$ cat config.mk
export PLATFORM = sky130hd
export DESIGN_NAME = http_token_quoted_string_lexer_core
export DESIGN_NICKNAME = d
export VERILOG_FILES = /design/src/sv/htqs_pkg.sv /design/src/sv/htqs_front.sv /design/src/sv/htqs_queue.sv /design/src/sv/htqs_back.sv /design/src/sv/http_token_quoted_string_lexer_core.sv
export SDC_FILE = /design/constraint.sdc
export NUM_CORES = 1
export LEC_CHECK = 0
export ABC_CLOCK_PERIOD_IN_PS = 3500
export BUFFER_PORTS_ARGS = -buffer_cell sky130_fd_sc_hd__buf_4
export CORE_UTILIZATION = 54
export DETAILED_ROUTE_END_ITERATION = 16
export HOLD_SLACK_MARGIN = 0.02
export PLACE_DENSITY = 0.81
export SLEW_MARGIN = 20
export SYNTH_ARGS = -nofsm -noshare
export SYNTH_HDL_FRONTEND = slang
export SYNTH_SLANG_ARGS = --single-unit
$ cat constraint.sdc
create_clock -name clock -period 3.5 [get_ports clock]
set_input_delay 0.525 -clock clock [delete_from_list [all_inputs] [get_ports clock]]
set_output_delay 0.525 -clock clock [all_outputs]
set_load 0.03 [all_outputs]
$ cat src/sv/htqs_pkg.sv
// Shared types, constants and byte-class functions for the HTTP token /
// quoted-string lexer. No dependencies.
package htqs_pkg;

   localparam int MAX_FIELD_LEN = 4096;
   localparam int LEN_W         = 13;
   localparam int LEN_CAP_INT   = (MAX_FIELD_LEN < 8191) ? MAX_FIELD_LEN : 8191;
   localparam logic [LEN_W-1:0] LEN_CAP = LEN_W'(LEN_CAP_INT);

   localparam int QUEUE_DEPTH = 4;
   localparam int QPTR_W      = (QUEUE_DEPTH > 1) ? $clog2(QUEUE_DEPTH) : 1;
   localparam int QCNT_W      = $clog2(QUEUE_DEPTH + 1);

   // scan kinds
   localparam logic [1:0] KIND_WS     = 2'd0;
   localparam logic [1:0] KIND_TOKEN  = 2'd1;
   localparam logic [1:0] KIND_QUOTED = 2'd2;

   localparam logic [7:0] CH_NUL    = 8'h00;
   localparam logic [7:0] CH_HT     = 8'h09;
   localparam logic [7:0] CH_LF     = 8'h0A;
   localparam logic [7:0] CH_CR     = 8'h0D;
   localparam logic [7:0] CH_SP     = 8'h20;
   localparam logic [7:0] CH_QUOTE  = 8'h22;
   localparam logic [7:0] CH_BSLASH = 8'h5C;
   localparam logic [7:0] CH_TILDE  = 8'h7E;

   typedef struct packed {
      logic ws;        // space or tab
      logic token;     // token character
      logic quote;
      logic bslash;
      logic qdtext;    // plain string-body byte
      logic esc_ok;    // legal byte after a backslash (1..127)
   } class_type;

   typedef struct packed {
      logic [1:0] kind;
      logic       begin_req;
      logic [7:0] data_byte;
      class_type  cls;
   } item_type;

   function automatic logic is_separator(input logic [7:0] c);
      logic r;
      unique case (c)
         8'h28, 8'h29, 8'h3C, 8'h3E, 8'h40, 8'h2C, 8'h3B, 8'h3A, 8'h5C,
         8'h22, 8'h2F, 8'h5B, 8'h5D, 8'h3F, 8'h3D, 8'h7B, 8'h7D: r = 1'b1;
         default: r = 1'b0;
      endcase
      return r;
   endfunction

   function automatic class_type classify(input logic [7:0] c);
      class_type k;
      k.ws     = (c == CH_SP) || (c == CH_HT);
      k.token  = (c > CH_SP) && (c <= CH_TILDE) && !is_separator(c);
      k.quote  = (c == CH_QUOTE);
      k.bslash = (c == CH_BSLASH);
      k.qdtext = (c == CH_HT) || (c == CH_CR) || (c == CH_LF) || c[7]
                 || ((c >= CH_SP) && (c <= CH_TILDE)
                     && (c != CH_QUOTE) && (c != CH_BSLASH));
      k.esc_ok = (c != CH_NUL) && !c[7];
      return k;
   endfunction

endpackage

$ cat src/sv/htqs_front.sv
// Front stage: takes input items, decodes the byte class and holds the
// item in a register until the queue takes it. Depends on htqs_pkg.
module htqs_front (
   input  logic              clock,
   input  logic              reset,
   input  logic              req_valid,
   output logic              req_ready,
   input  logic [1:0]        req_kind,
   input  logic              req_begin_req,
   input  logic [7:0]        req_data_byte,
   output logic              push_valid,
   input  logic              push_ready,
   output htqs_pkg::item_type push_item
);
   import htqs_pkg::*;

   logic     stg_valid_ff, stg_valid_in;
   item_type stg_item_ff, stg_item_in;
   logic     take;

   assign req_ready = !stg_valid_ff || push_ready;
   assign take      = req_valid && req_ready;

   always_comb begin
      stg_valid_in = take || (stg_valid_ff && !push_ready);
      stg_item_in  = stg_item_ff;
      if (take) begin
         stg_item_in.kind      = req_kind;
         stg_item_in.begin_req = req_begin_req;
         stg_item_in.data_byte = req_data_byte;
         stg_item_in.cls       = classify(req_data_byte);
      end
   end

   always_ff @(posedge clock) begin
      if (reset) begin
         stg_valid_ff <= 1'b0;
      end else begin
         stg_valid_ff <= stg_valid_in;
      end
      stg_item_ff <= stg_item_in;
   end

   assign push_valid = stg_valid_ff;
   assign push_item  = stg_item_ff;

endmodule

$ cat src/sv/htqs_queue.sv
// Short FIFO of classified items between front and back stages.
// Depends on htqs_pkg.
module htqs_queue (
   input  logic               clock,
   input  logic               reset,
   input  logic               push_valid,
   output logic               push_ready,
   input  htqs_pkg::item_type push_item,
   output logic               pop_valid,
   input  logic               pop_ready,
   output htqs_pkg::item_type pop_item
);
   import htqs_pkg::*;

   item_type          entry_ff [QUEUE_DEPTH];
   logic [QPTR_W-1:0] wr_ptr_ff, wr_ptr_in, rd_ptr_ff, rd_ptr_in;
   logic [QCNT_W-1:0] count_ff, count_in;
   logic              do_push, do_pop;

   assign push_ready = (count_ff != QCNT_W'(QUEUE_DEPTH));
   assign pop_valid  = (count_ff != '0);
   assign do_push    = push_valid && push_ready;
   assign do_pop     = pop_valid && pop_ready;
   assign pop_item   = entry_ff[rd_ptr_ff];

   always_comb begin
      wr_ptr_in = wr_ptr_ff;
      rd_ptr_in = rd_ptr_ff;
      count_in  = count_ff;
      if (do_push) begin
         wr_ptr_in = (wr_ptr_ff == QPTR_W'(QUEUE_DEPTH - 1)) ? '0 : wr_ptr_ff + 1'b1;
      end
      if (do_pop) begin
         rd_ptr_in = (rd_ptr_ff == QPTR_W'(QUEUE_DEPTH - 1)) ? '0 : rd_ptr_ff + 1'b1;
      end
      if (do_push && !do_pop) begin
         count_in = count_ff + 1'b1;
      end else if (do_pop && !do_push) begin
         count_in = count_ff - 1'b1;
      end
   end

   always_ff @(posedge clock) begin
      if (reset) begin
         wr_ptr_ff <= '0;
         rd_ptr_ff <= '0;
         count_ff  <= '0;
      end else begin
         wr_ptr_ff <= wr_ptr_in;
         rd_ptr_ff <= rd_ptr_in;
         count_ff  <= count_in;
      end
      if (do_push) begin
         entry_ff[wr_ptr_ff] <= push_item;
      end
   end

endmodule

$ cat src/sv/htqs_back.sv
// Back stage: scan-phase machine and length counter; one result per item
// into the output register. Depends on htqs_pkg.
module htqs_back (
   input  logic               clock,
   input  logic               reset,
   input  logic               pop_valid,
   output logic               pop_ready,
   input  htqs_pkg::item_type pop_item,
   output logic               rsp_valid,
   input  logic               rsp_ready,
   output logic [7:0]         rsp_out_byte,
   output logic               rsp_out_valid,
   output logic               rsp_consumed,
   output logic               rsp_finished,
   output logic               rsp_not_found,
   output logic [htqs_pkg::LEN_W-1:0] rsp_field_length
);
   import htqs_pkg::*;

   localparam logic [2:0] PH_IDLE  = 3'd0;
   localparam logic [2:0] PH_WS    = 3'd1;
   localparam logic [2:0] PH_TOKEN = 3'd2;
   localparam logic [2:0] PH_QOPEN = 3'd3;
   localparam logic [2:0] PH_QBODY = 3'd4;
   localparam logic [2:0] PH_QESC  = 3'd5;

   logic [2:0]       phase_ff, phase_in, phase_eff;
   logic [LEN_W-1:0] count_ff, count_in, cnt_base, cnt_inc;
   logic             valid_ff, valid_in, step;
   logic [7:0]       obyte_ff, obyte_in;
   logic             ovalid_ff, ovalid_in, cons_ff, cons_in;
   logic             fin_ff, fin_in, nf_ff, nf_in;
   logic [LEN_W-1:0] len_ff, len_in;
   logic [7:0]       c;
   class_type        k;

   assign pop_ready = !valid_ff || rsp_ready;
   assign step      = pop_valid && pop_ready;
   assign c         = pop_item.data_byte;
   assign k         = pop_item.cls;

   always_comb begin
      cnt_base  = pop_item.begin_req ? '0 : count_ff;
      cnt_inc   = (cnt_base < LEN_CAP) ? cnt_base + 1'b1 : cnt_base;
      phase_eff = phase_ff;
      fin_in    = 1'b0;
      nf_in     = 1'b0;
      cons_in   = 1'b0;
      ovalid_in = 1'b0;
      obyte_in  = '0;
      if (pop_item.begin_req) begin
         unique case (pop_item.kind)
            KIND_WS:     phase_eff = PH_WS;
            KIND_TOKEN:  phase_eff = PH_TOKEN;
            KIND_QUOTED: phase_eff = PH_QOPEN;
            default: begin
               // undefined kind: fail at once, byte not consumed
               phase_eff = PH_IDLE;
               fin_in    = 1'b1;
               nf_in     = 1'b1;
            end
         endcase
      end
      phase_in = phase_eff;
      count_in = cnt_base;
      unique case (phase_eff)
         PH_WS: begin
            if (k.ws) begin
               cons_in = 1'b1;
            end else begin
               fin_in   = 1'b1;
               phase_in = PH_IDLE;
            end
         end
         PH_TOKEN: begin
            if (k.token) begin
               cons_in   = 1'b1;
               ovalid_in = 1'b1;
               obyte_in  = c;
               count_in  = cnt_inc;
            end else begin
               fin_in   = 1'b1;
               nf_in    = (cnt_base == '0);
               phase_in = PH_IDLE;
            end
         end
         PH_QOPEN: begin
            if (k.quote) begin
               cons_in  = 1'b1;
               phase_in = PH_QBODY;
            end else begin
               fin_in   = 1'b1;
               nf_in    = 1'b1;
               phase_in = PH_IDLE;
            end
         end
         PH_QBODY: begin
            if (k.quote) begin
               cons_in  = 1'b1;
               fin_in   = 1'b1;
               phase_in = PH_IDLE;
            end else if (k.bslash) begin
               cons_in  = 1'b1;
               phase_in = PH_QESC;
            end else if (k.qdtext) begin
               cons_in   = 1'b1;
               ovalid_in = 1'b1;
               obyte_in  = c;
               count_in  = cnt_inc;
            end else begin
               fin_in   = 1'b1;
               nf_in    = 1'b1;
               phase_in = PH_IDLE;
            end
         end
         PH_QESC: begin
            if (k.esc_ok) begin
               cons_in   = 1'b1;
               ovalid_in = 1'b1;
               obyte_in  = c;
               count_in  = cnt_inc;
               phase_in  = PH_QBODY;
            end else begin
               fin_in   = 1'b1;
               nf_in    = 1'b1;
               phase_in = PH_IDLE;
            end
         end
         default: phase_in = PH_IDLE;
      endcase
      len_in   = count_in;
      valid_in = step || (valid_ff && !rsp_ready);
   end

   always_ff @(posedge clock) begin
      if (reset) begin
         phase_ff <= PH_IDLE;
         count_ff <= '0;
         valid_ff <= 1'b0;
      end else begin
         valid_ff <= valid_in;
         if (step) begin
            phase_ff <= phase_in;
            count_ff <= count_in;
         end
      end
      if (step) begin
         obyte_ff  <= obyte_in;
         ovalid_ff <= ovalid_in;
         cons_ff   <= cons_in;
         fin_ff    <= fin_in;
         nf_ff     <= nf_in;
         len_ff    <= len_in;
      end
   end

   assign rsp_valid        = valid_ff;
   assign rsp_out_byte     = obyte_ff;
   assign rsp_out_valid    = ovalid_ff;
   assign rsp_consumed     = cons_ff;
   assign rsp_finished     = fin_ff;
   assign rsp_not_found    = nf_ff;
   assign rsp_field_length = len_ff;

endmodule

$ cat src/sv/http_token_quoted_string_lexer_core.sv
// HTTP token / quoted-string / whitespace lexer, one byte per item.
// Path from req accept to rsp_valid: front register, queue, output
// register. Throughput: one item per cycle while rsp_ready holds; the
// 4-entry queue absorbs output stalls.
// Reset (synchronous): scan phase idle, length count zero, all stages empty.
// Depends on htqs_pkg, htqs_front, htqs_queue, htqs_back.
module http_token_quoted_string_lexer_core (
   input  logic       clock,
   input  logic       reset,
   input  logic       req_valid,
   output logic       req_ready,
   input  logic [1:0] req_kind,
   input  logic       req_begin_req,
   input  logic [7:0] req_data_byte,
   output logic       rsp_valid,
   input  logic       rsp_ready,
   output logic [7:0] rsp_out_byte,
   output logic       rsp_out_valid,
   output logic       rsp_consumed,
   output logic       rsp_finished,
   output logic       rsp_not_found,
   output logic [htqs_pkg::LEN_W-1:0] rsp_field_length
);
   import htqs_pkg::*;

   logic     push_valid, push_ready, pop_valid, pop_ready;
   item_type push_item, pop_item;

   htqs_front u_front (
      .clock         (clock),
      .reset         (reset),
      .req_valid     (req_valid),
      .req_ready     (req_ready),
      .req_kind      (req_kind),
      .req_begin_req (req_begin_req),
      .req_data_byte (req_data_byte),
      .push_valid    (push_valid),
      .push_ready    (push_ready),
      .push_item     (push_item)
   );

   htqs_queue u_queue (
      .clock      (clock),
      .reset      (reset),
      .push_valid (push_valid),
      .push_ready (push_ready),
      .push_item  (push_item),
      .pop_valid  (pop_valid),
      .pop_ready  (pop_ready),
      .pop_item   (pop_item)
   );

   htqs_back u_back (
      .clock            (clock),
      .reset            (reset),
      .pop_valid        (pop_valid),
      .pop_ready        (pop_ready),
      .pop_item         (pop_item),
      .rsp_valid        (rsp_valid),
      .rsp_ready        (rsp_ready),
      .rsp_out_byte     (rsp_out_byte),
      .rsp_out_valid    (rsp_out_valid),
      .rsp_consumed     (rsp_consumed),
      .rsp_finished     (rsp_finished),
      .rsp_not_found    (rsp_not_found),
      .rsp_field_length (rsp_field_length)
   );

   a_nf_needs_fin: assert property (@(posedge clock) disable iff (reset)
      rsp_valid && rsp_not_found |-> rsp_finished)
      else $error("not_found without finished");

   a_emit_consumes: assert property (@(posedge clock) disable iff (reset)
      rsp_valid && rsp_out_valid |-> rsp_consumed && !rsp_finished)
      else $error("content byte emitted on unconsumed or final item");

   a_idle_byte_zero: assert property (@(posedge clock) disable iff (reset)
      rsp_valid && !rsp_out_valid |-> rsp_out_byte == '0)
      else $error("out_byte nonzero without out_valid");

   a_len_cap: assert property (@(posedge clock) disable iff (reset)
      rsp_valid |-> rsp_field_length <= LEN_CAP)
      else $error("field length above cap");

endmodule
## Word-level counts from Yosys, hierarchy flattened

Memory sizes are Yosys's and may differ from the RTL's. A register that Yosys moved wholly into a read port is not among the register bits.
Index checks and enable logic that the tools add are counted.

- Register bits: 67
- Memory bits (writable): 68
- Input port bits: 15
- Word-level logic and storage cells: 160
- Memories: 1

- Add/sub/neg operators: 5
- $lt $le $gt $ge: 4
- Equality and inequality tests: 33
- Muxes and demuxes: 58
- Reductions and logical operators: 37

Memory list:

| name | depth | bits a word | rd ports | clocked after memory_dff | write ports | RTL line | source |
|---|---|---|---|---|---|---|---|
| u_queue.entry_ff | 4 | 17 | 1 | 1 | 1 | htqs_queue.sv:15 | `item_type entry_ff [QUEUE_DEPTH];` |

Operators by type and width:

| operator | number |
|---|---|
| == test 8 x 6 -> 1 bit (second input constant) | 12 |
| two-way mux 13 bit | 7 |
| == test 8 x 7 -> 1 bit (second input constant) | 6 |
| two-way mux 8 bit | 5 |
| one-hot mux 13 bit (3 select lines) | 1 |
| two-way mux 3 bit | 10 |
| == test 8 x 4 -> 1 bit (second input constant) | 3 |
| two-way mux 1 bit | 24 |
| one-hot mux 8 bit (3 select lines) | 1 |
| OR reduction 17 bit | 1 |
| one-hot mux 3 bit (5 select lines) | 1 |
| adder 13 x 1 -> 13 bit (second input constant) | 1 |
| logical AND 1 bit | 13 |
| logical NOT 13 bit | 1 |
| less-than comparator 13 bit (second input constant) | 1 |
| one-hot mux 1 bit (5 select lines) | 2 |
| logical OR 1 bit | 9 |
| greater-or-equal comparator 8 x 6 -> 1 bit (second input constant) | 1 |
| > comparator 8 x 6 -> 1 bit (second input constant) | 1 |
| <= comparator 8 x 7 -> 1 bit (second input constant) | 1 |
| logical NOT 1 bit | 8 |
| two-way mux 2 bit | 4 |
| != test 8 x 6 -> 1 bit (second input constant) | 1 |
| != test 8 x 7 -> 1 bit (second input constant) | 1 |
| other kinds (17) | 22 |

## Longest topological paths before layout

Gate-level depths: netlist of the first run.

- Depth in word-level cells: 8
- Mapped depth: 12
- Gate-level depth less buffers: 10

## Modules after synthesis

From an unflattened synthesis of the first run, not the netlist that was laid out.

- Cell total of the unflattened synthesis: 469
- Area total of the unflattened synthesis: 6194.7 um^2

By module, submodules not included:

| module | times used | cells an instance | area each (um^2) | seq. area each (um^2) |
|---|---|---|---|---|
| htqs_queue | 1 | 137 | 2930.3 | 2222.1 |
| htqs_back | 1 | 270 | 2468.6 | 1091.0 |
| htqs_front | 1 | 62 | 795.8 | 530.5 |

## Least setup slack after synthesis of the first run

OpenSTA, ideal clock, no wires.

- Path kind: flip-flop to flip-flop
- Start: register with a tool-made name
- End: register u_back.len_ff[8] (netlist: u_back.rsp_field_length[8]), data pin
- Library setup time: 279 ps
- Arrival time: 3212 ps
- Required time: 3221 ps
- Setup slack: 9 ps
- Stages on the path, launching flop included: 11
- Path buffers: 2
- Cell sequence: dfxtp_1 buf_6 buf_1 mux4_2 ha_1 nand2_1 o221ai_1 a31o_2 o22ai_1 o311ai_0 o21ai_0

RTL lines:

| element | RTL line | source |
|---|---|---|
| end signal, assigned | htqs_back.sv:153 | `len_ff <= len_in;` |
| end, declared | htqs_back.sv:33 | `logic [LEN_W-1:0] len_ff, len_in;` |

==> results of run 1 <==
==> layer usage <==
layer / share of wire / track usage / vias to the layer above
met4: 0.023 / 0.0861 / 0
met2: 0.52 / 0.376 / 182
met3: 0.063 / 0.0660 / 25
met5: 0 / 0 / -
li1: - / - / 1837
met1: 0.40 / 0.259 / 1916
==> final cells by class <==
cell class,instances,area share
sequential,137,0.545
multi-input combinational,282,0.293
clock buffer,20,0.0617
timing repair buffer,47,0.0500
tap,140,0.0248
clock inverter,12,0.0163
inverter,17,0.00904
==> critical path, delay by kind of cell, from the launching register on <==
kind / cells / cell delay [ns]
AO/OA/AOI/OAI: 3 / 0.68
adder cells (fa/ha/maj): 1 / 0.40
buffers and inverters: 1 / 0.26
flip-flops: 1 / 0.54
multiplexers: 2 / 0.59
AND/OR/NAND/NOR: 3 / 0.51
==> how the worst max path moves through the flow <==
stage | end | slack [ns]
global route | u_back.rsp_field_length[12] | 0.07
global placement | u_back.rsp_field_length[8] | 0.53
floorplan | u_back.rsp_field_length[8] | 0.009
finish | u_back.rsp_field_length[12] | 0.28
CTS | u_back.rsp_field_length[8] | 0.24
detailed placement | u_back.rsp_field_length[8] | 0.36
==> per-stage QoR <==
| stage | total power (W) | hold WS [ns] | cells | area [um2] | setup slack, ns |
|---|---|---|---|---|---|
| 6_report | 0.00584 | 0.185 | 655 | 7060 | 0.278 |
| 5_1_grt | 0.00610 | 0.153 | 655 | 7060 | 0.0701 |
| 4_1_cts | 0.00585 | 0.165 | 655 | 7040 | 0.237 |
| 3_5_place_dp | 0.00420 | 0.468 | 623 | 6490 | 0.356 |
| 3_3_place_gp | 0.00413 | 0.456 | 623 | 6490 | 0.534 |
| 2_1_floorplan | 0.00362 | 0.454 | 455 | 6040 | 0.00914 |
==> where the power goes <==
part	internal [W]	switching [W]
Combinational	0.000700	0.00123
Sequential	0.00212	0.000157
Clock	0.000968	0.000665
==> registers in the layout (all words and copies together) (netlist names), named ones only <==
signal,count
u_back.rsp_valid,1
u_back.rsp_not_found,1
u_queue.rd_ptr_ff,2
u_back.rsp_consumed,1
u_queue.wr_ptr_ff,2
u_back.phase_ff,3
u_front.push_item,17
u_back.rsp_field_length,13
u_back.rsp_out_valid,1
u_back.rsp_finished,1
u_front.push_valid,1
u_back.rsp_out_byte,8
u_back.count_ff,13
u_queue.entry_ff,68
u_queue.count_ff,3
==> kinds of logic (layout without fill, tap and decap cells) <==
| family | Yosys count | count (layout) | synth area share |
|---|---|---|---|
| adders and majority gates | 10 | 10 | 0.0215 |
| muxes | 25 | 25 | 0.0754 |
| AOI/OAI and AO/OA | 79 | 79 | 0.0913 |
| xor gates and xnor gates | 10 | 10 | 0.0145 |
| buffers and inverters | 36 | 96 | 0.0251 |
| DFF | 137 | 137 | 0.636 |
| and+or+nand+nor | 158 | 158 | 0.136 |
==> cells in the final DEF, fill, tap and decap left out, drive strengths merged, types with 5 or more instances in the layout <==
master  count
nor4        7
nand3      12
buf        47
or3         6
nand2      34
o311ai      5
edfxtp    110
xnor2       7
ha          8
nand4       6
mux2i       8
dfxtp      27
clkinv      5
mux4       16
clkbuf     20
a21oi      21
and2       15
a211oi      6
o21ai      14
inv        20
a31oi      10
nor2       40
nor3       11
nor2b       6
==> run metrics, run 1 <==
GR Overflow Total=0; Avg WL per Cell=around 18 um; vias per cell=between 6 and 7; crit path DAT=about 3.5 ns; Post-synth top cells=110 x edfxtp_1, 38 x nor2_1, 34 x nand2_1; TNS Setup=0 ns; Syn Area/Cell=around 13 um2; CP dominant cell by count=mux2i_1; CTS tree=built; Max clock buf depth=2; Sink Count=between 100 and 150; synthesized instance count=455; vias in the first global route=between 3000 and 4000; I/O pins=42; drt total wl=about 12 mm; Reg2Reg Depth=10; share of layout cells above drive strength 1=0.208; synth top area cells=edfxtp_1 55%, dfxtp_1 8.9%, mux4_2 5.6%; async set-reset flop share out of synthesis=0; post-synth top area share=0.547; effective utilization at floorplan=0.555; CP Capture Type=flop; via count=~4000; Worst Hold End=u_front.push_item[16]; Clock Skew=just under 0.008 ns; Routed Antenna Nets=0; Site Rows=38; Critical-path top delay cell=dfxtp_1; final hold violations=0; first-pass GRT wire length=18.9 mm; leakage=roughly 2.4 nW; Ys Warns=0; # DRC=0; hold path start=req_kind[1]; fin crit share=0.921; Port Buf Inserts=a little over 40; hold path depth=1; RSZ-0062 raised after global routing=no; CP startpoint kind=flop; number of synthesized register bits=137; post-cts hold buffer count=0; Max-Cap Viols=0; Finish-stage setup viols=0; placer congestion estimate=0.882; dominant cell type by area after synthesis=edfxtp_1; CP peak stage delay=0.54 ns; Max rail drop VDD=593 uV; H-tree depth=4; final core occ=0.648; Post-CTS Resized=0; GR Util All Layers=0.220; Chip Width=108 um; CP cell instances=mux2i_1 > mux2i_1 > ha_1 > nand2b_1 > o221ai_2 > a31o_2 > nor2_2 > inv_1 > a21oi_1 > nor2_1; Skew-Pair Late Insertion Delay=between 0.5 and 0.6 ns; post-synthesis cell area=around 0.0060 mm2; Die Area=0.0116 mm2; Iteration-0 DRC Markers=approximately 280; Synth-to-Final Area Change=16.7%; Root Buffer=clkbuf_8; Final nets=526; sequential element share of the synthesized area=0.636; CTS Buf Count=17; fillers=~760; Rel. slew slack=0.368; # Post-CTS Setup Buffers=0; # diodes=0; register-to-register setup slack=roughly 0.28 ns; critical path type=reg -> reg; Clock Pin Slew Worst Setup and Hold Paths=0.06 ns; ys flop type=edfxtp_1; post-detail-place hpwl=a little under 8 mm; Reg2Reg Capture Point=u_back.rsp_field_length[12]; DR pass1 iterations=5; initial antenna violation count=0; CP max FO=12; Final Critical Period=3.22 ns; HP Class=in -> reg; Slew @ Worst Pin=0.948 ns; cell with the most instances after synthesis=edfxtp_1; Post-Syn Nets=479; Max Clk Rate=between 300 and 400 MHz; status=finished clean; pin count of the biggest net entering global routing=34; core area=about 0.011 mm2; Max Slew Vio Count=0; die height=around 110 um; Reg area=0.00384 mm2; Worst EP required=between 3 and 4 ns; area of the multi-input gates=0.00207 mm2; PD cells=just over 800 mW/mm2; post-synth cell types=66; Post-synth EDFFs=between 100 and 150
No activity file was read; power rests on OpenSTA's default activity.
==> run 2: changes to the inputs <==
- PLACE_DENSITY: 0.81 -> 0.72
==> run 2 against run 1 <==
Compared with the run above:
- sequential share of layout area is 0.54 points lower
- power up 4.0%
- core utilization grew 0.64 points
- register-to-register slack improved by 0.14 ns
- count of clock-buffer cells in the layout shrank 1
- highest routed layer unchanged
- final cell count is 0.31% higher
==> run metrics, run 2 (synthesis gave the netlist of run 1 again) <==
status=finished clean; Slew @ Worst Pin=0.967 ns (+0.0192 ns); finished layout cell area=0.00713 mm2 (+0.99%); hold path start=req_kind[0]; Routed Antenna Nets=0 (unchanged); hold path depth=1 (unchanged); NetSw=0.00207 W (+1.1%); CTS Buf Count=17 (unchanged); Finish-stage setup viols=0 (unchanged); H-tree depth=4 (unchanged); Final Critical Period=3.08 ns (-0.142 ns); CP Capture Type=flop; CP max FO=6 (-6); effective utilization at floorplan=0.555 (unchanged); Max clock buf depth=2 (unchanged); # diodes=0 (unchanged); Root Buffer=clkbuf_8; Synth-to-Final Area Change=17.9%; fin crit share=0.880 (-0.0404); switch share=0.342 (-0.00994); Rel. slew slack=0.355 (-0.0128); critical path type=reg -> reg; RSZ-0062 raised after global routing=no; Iteration-0 DRC Markers=246 (-12%); Max rail drop VDD=567 uV (-4.4%); pin count of the biggest net entering global routing=34 (unchanged); CTS tree=built; Post-CTS Resized=0 (unchanged); PD cells=852 mW/mm2 (+3.0%); GR Overflow Total=0 (unchanged); CP startpoint kind=flop; via count=3904 (-1.4%); Max Clk Rate=325 MHz (+4.6%); placer congestion estimate=0.868 (-1.5%); leakage=2.47 nW (+1.8%); vias per cell=5.94 (-1.7%); final hold violations=0 (unchanged); Avg WL per Cell=18.2 um (+0.64%); sequential power share=0.376 (-0.014); Site Rows=38 (unchanged); Skew-Pair Late Insertion Delay=0.52 ns (about the same); drt total wl=11.9 mm (+0.95%); die height=108 um (unchanged); crit path DAT=3.32 ns (-0.17 ns); commonest non-fill, non-tap cell in the layout=edfxtp_1; core area=0.0109 mm2 (unchanged); first-pass GRT wire length=19.2 mm (+1.4%); HP Class=in -> reg; # Post-CTS Setup Buffers=0 (unchanged); Sink Count=137 (unchanged); vias in the first global route=3886 (+1.3%); post-cts hold buffer count=0 (unchanged); Final nets=528 (+0.38%); Cell Int Power=0.00400 W (+5.6%); Reg2Reg Depth=9 (-1); Max-Cap Viols=0 (unchanged); Most flops, register=u_queue.entry_ff; Chip Width=108 um (unchanged); # DRC=0 (unchanged); Max Slew Vio Count=0 (unchanged); post-detail-place hpwl=7.86 mm (+0.90%); max FFs per register=68 (unchanged); area post-placement=0.00650 mm2 (+0.23%); Clock Skew=0.00896 ns (+0.00128 ns); Die Area=0.0116 mm2 (unchanged); Port Buf Inserts=41 (unchanged); I/O pins=42 (unchanged); Logic pwr share=0.320 (-0.011); DR pass1 iterations=5 (unchanged); Clock Pin Slew Worst Setup and Hold Paths=0.06 ns (about the same); Worst EP required=3.74 ns (-0.02 ns); GR Util All Layers=0.223 (+0.00302); most frequent cells in the layout=110 x edfxtp_1, 49 x buf_4, 38 x nor2_1; initial antenna violation count=0 (unchanged); share of layout cells above drive strength 1=0.209 (+0.00113); TNS Setup=0 ns (unchanged); Clock power frac=0.304 (+0.024)
-- run 2: cell types whose count changed in the layout (fill, tap and decap cells not counted), sizes merged --
cell | before | now
inv | 20 | 21
clkinv | 5 | 4
clkinvlp | 3 | 1
bufinv | 1 | 4
buf | 47 | 49
clkbuf | 20 | 19
-- run 2: per-layer routing --
layer / vias to the layer above / wire length [um] / global-route usage
li1: 1837 / - / -
met1: 1898 / 5200 / 0.293
met2: 145 / 5810 / 0.357
met3: 24 / 671 / 0.0460
met4: 0 / 255 / 0.102
met5: - / 0 / 0
-- run 2: path summary, 6_finish.rpt --
kind	to	slack (ns)
setup reg to reg	u_back.rsp_field_length[8]	0.42
hold / removal	u_front.push_item[15]	0.18
setup / recovery	u_back.rsp_field_length[8]	0.42
hold reg to reg	u_back.rsp_valid	0.47
-- run 2: power by group through the flow --
stage / sequential (W) / clock, W / combinational, W
2_1_floorplan: 0.00257 / 0 / 0.00105
6_report: 0.00228 / 0.00184 / 0.00195
3_5_place_dp: 0.00231 / 0 / 0.00192
3_3_place_gp: 0.00229 / 0 / 0.00190
4_1_cts: 0.00228 / 0.00187 / 0.00194
5_1_grt: 0.00231 / 0.00193 / 0.00211
-- run 2: cell type report --
type	instances	area, um2
Sequential cell	137	3840
Fill cell	793	3760
Multi-Input combinational cell	282	2060
Clock buffer	19	422
Timing Repair Buffer	49	368
Clock inverter	13	190
Tap cell	140	175
Inverter	17	63.8
-- run 2: critical path: stages (launching register included) --
cell and delay [ns]:
dfxtp_1 0.46, mux4_2 0.54, ha_1 0.35, nand2_1 0.07, o221ai_1 0.20, buf_4 0.18
a31o_2 0.22, o22ai_1 0.13, o311ai_0 0.47, o21ai_0 0.17
-- run 2: metrics by stage --
| step | std cells | hold WS (ns) | setup WS [ns] | util | total power [W] |
|---|---|---|---|---|---|
| after floorplan | 455 | 0.454 | 0.00914 | - | 0.00362 |
| after global placement | 625 | 0.456 | 0.559 | 0.597 | 0.00419 |
| after detailed placement | 625 | 0.463 | 0.428 | 0.597 | 0.00424 |
| after CTS | 657 | 0.163 | 0.394 | 0.654 | 0.00609 |
| after global routing | 657 | 0.165 | 0.0777 | 0.654 | 0.00635 |
| final | 657 | 0.180 | 0.420 | 0.654 | 0.00607 |
==> run 3: changes to the inputs <==
- ABC_CLOCK_PERIOD_IN_PS: 3500 -> 3700
- CORE_UTILIZATION: 54 -> 60
- PLACE_DENSITY: 0.72 -> 0.76
- clock period: 3.5 -> 3.7 ns (I/O delays scaled with it)
==> run 3 against run 2 <==
Compared with the run above:
- sequential cell count did not move
- wire length fell by 0.88%
- critical path type unchanged
- highest routed layer unchanged
- setup slack better by 0.0074 ns
==> run metrics, run 3 (synthesis gave the netlist of run 1 again) <==
drt total wl=11.8 mm (-0.88%); switch share=0.336 (-0.00575); most frequent cells in the layout=110 x edfxtp_1, 44 x buf_4, 38 x nor2_1; initial antenna violation count=0 (unchanged); Root Buffer=clkbuf_8; Skew-Pair Late Insertion Delay=0.52 ns (about the same); Rel. slew slack=0.379 (+0.0242); CP Capture Type=flop; # Post-CTS Setup Buffers=0 (unchanged); H-tree depth=4 (unchanged); Cell Int Power=0.00379 W (-5.2%); PD cells=806 mW/mm2 (-5.4%); Synth-to-Final Area Change=17.2%; Sink Count=137 (unchanged); status=finished clean; DR pass1 iterations=5 (unchanged); placer congestion estimate=0.912 (+5.0%); RSZ-0062 raised after global routing=no; # DRC=0 (unchanged); Chip Width=102 um (-5.0%); Final Critical Period=3.27 ns (+0.193 ns); vias in the first global route=3845 (-1.1%); area post-placement=0.00646 mm2 (-0.71%); Max Slew Vio Count=0 (unchanged); register-to-register setup slack=0.43 ns (about the same); Final Non-Filler Cells=643 (-2.1%); Post-CTS Resized=0 (unchanged); Die Area=0.0105 mm2 (-9.8%); core area=0.00977 mm2 (-10%); NetSw=0.00192 W (-7.6%); Clock power frac=0.309 (+0.005); Logic pwr share=0.314 (-0.006); Final nets=523 (-0.95%); max FFs per register=68 (unchanged); CTS Buf Count=17 (unchanged); post-cts hold buffer count=0 (unchanged); Slew @ Worst Pin=0.931 ns (-0.0363 ns); Site Rows=36 (-5.3%); Max rail drop VDD=410 uV (-28%); GR Util All Layers=0.251 (+0.0276); pin count of the biggest net entering global routing=28 (-18%); Total Power=0.00571 W (-6.0%); I/O pins=42 (unchanged); Most flops, register=u_queue.entry_ff; Avg WL per Cell=18.4 um (+1.3%); CP startpoint kind=flop; Port Buf Inserts=41 (unchanged); Max clock buf depth=2 (unchanged); CP max FO=17 (+11); post-detail-place hpwl=7.70 mm (-2.0%); share of layout cells above drive strength 1=0.196 (-0.0128); effective utilization at floorplan=0.618 (+0.0632); final hold violations=0 (unchanged); GR Overflow Total=0 (unchanged); Routed Antenna Nets=0 (unchanged); first-pass GRT wire length=18.9 mm (-1.5%); Clock Pin Slew Worst Setup and Hold Paths=0.06 ns (about the same); Max Clk Rate=306 MHz (-5.9%); leakage=2.44 nW (-1.3%); via count=3868 (-0.92%); finished layout cell area=0.00708 mm2 (-0.60%); crit path DAT=3.52 ns (+0.20 ns); TNS Setup=0 ns (unchanged); vias per cell=6.02 (+1.2%); Worst EP required=3.95 ns (+0.21 ns); Max-Cap Viols=0 (unchanged); CTS tree=built; commonest non-fill, non-tap cell in the layout=edfxtp_1; Finish-stage setup viols=0 (unchanged); sequential power share=0.377 (about the same); critical path type=reg -> reg; DP Cell Count=613 (-1.9%); fin crit share=0.885 (+0.00449); Clock Skew=0.00599 ns (-0.00296 ns); die height=102 um (-5.0%); Iteration-0 DRC Markers=254 (+3.3%); HP Class=in -> reg; # diodes=0 (unchanged)
[run 3: cell count changes in the layout (fill, tap and decap cells not counted)]
cell,previous run,this run
buf_4,49,44
inv_6,5,2
clkinv_1,1,3
clkinv_2,2,0
clkinv_4,1,0
clkinvlp_4,1,3
bufinv_16,4,5
clkbuf_1,2,1
[run 3: worst paths after layout]
check                                              endpoint  cells after the start              from
worst max-delay path            u_back.rsp_field_length[12]                     10              flop
worst min-delay path                  u_front.push_item[15]                      1       req_kind[0]
worst max register to register  u_back.rsp_field_length[12]                     10              flop
worst min register to register             u_back.rsp_valid                      2  u_back.rsp_valid
[run 3: area by class of cell]
class / count / area, um2
sequential: 137 / 3840
fill: 631 / 2690
multi-input combinational: 282 / 2060
clock buffer: 18 / 418
timing repair buffer: 44 / 330
clock inverter: 12 / 198
tap: 133 / 166
inverter: 17 / 63.8
[run 3: metal layers]
metal,share of wire,global-route usage
met1,0.42,0.311
met5,0,0
met3,0.055,0.0677
met2,0.51,0.410
met4,0.014,0.118
[run 3: metrics by stage]
| step | setup WS [ns] | util | hold slack (ns) |
|---|---|---|---|
| finish | 0.427 | 0.725 | 0.209 |
| floorplan | 0.209 | - | 0.454 |
| global route | 0.134 | 0.725 | 0.186 |
| global placement | 0.577 | 0.661 | 0.454 |
| detailed placement | 0.457 | 0.661 | 0.475 |
| CTS | 0.405 | 0.724 | 0.193 |
[run 3: power by group through the flow]
stage	logic (W)	clock network, W	registers, W
floorplan	0.000991	0	0.00243
global placement	0.00174	0	0.00217
detailed placement	0.00178	0	0.00218
CTS	0.00179	0.00178	0.00215
global route	0.00194	0.00185	0.00219
finish	0.00179	0.00177	0.00215
[run 3: worst max-delay path, cell delays in order, from the launching register on]
cell and delay, ns:
dfxtp_1 0.42, buf_4 0.36, mux2i_1 0.37, ha_1 0.33
nand2b_1 0.10, o221ai_1 0.24, a31o_2 0.37, nor2_2 0.31
inv_1 0.24, a21oi_1 0.17, nor2_1 0.07
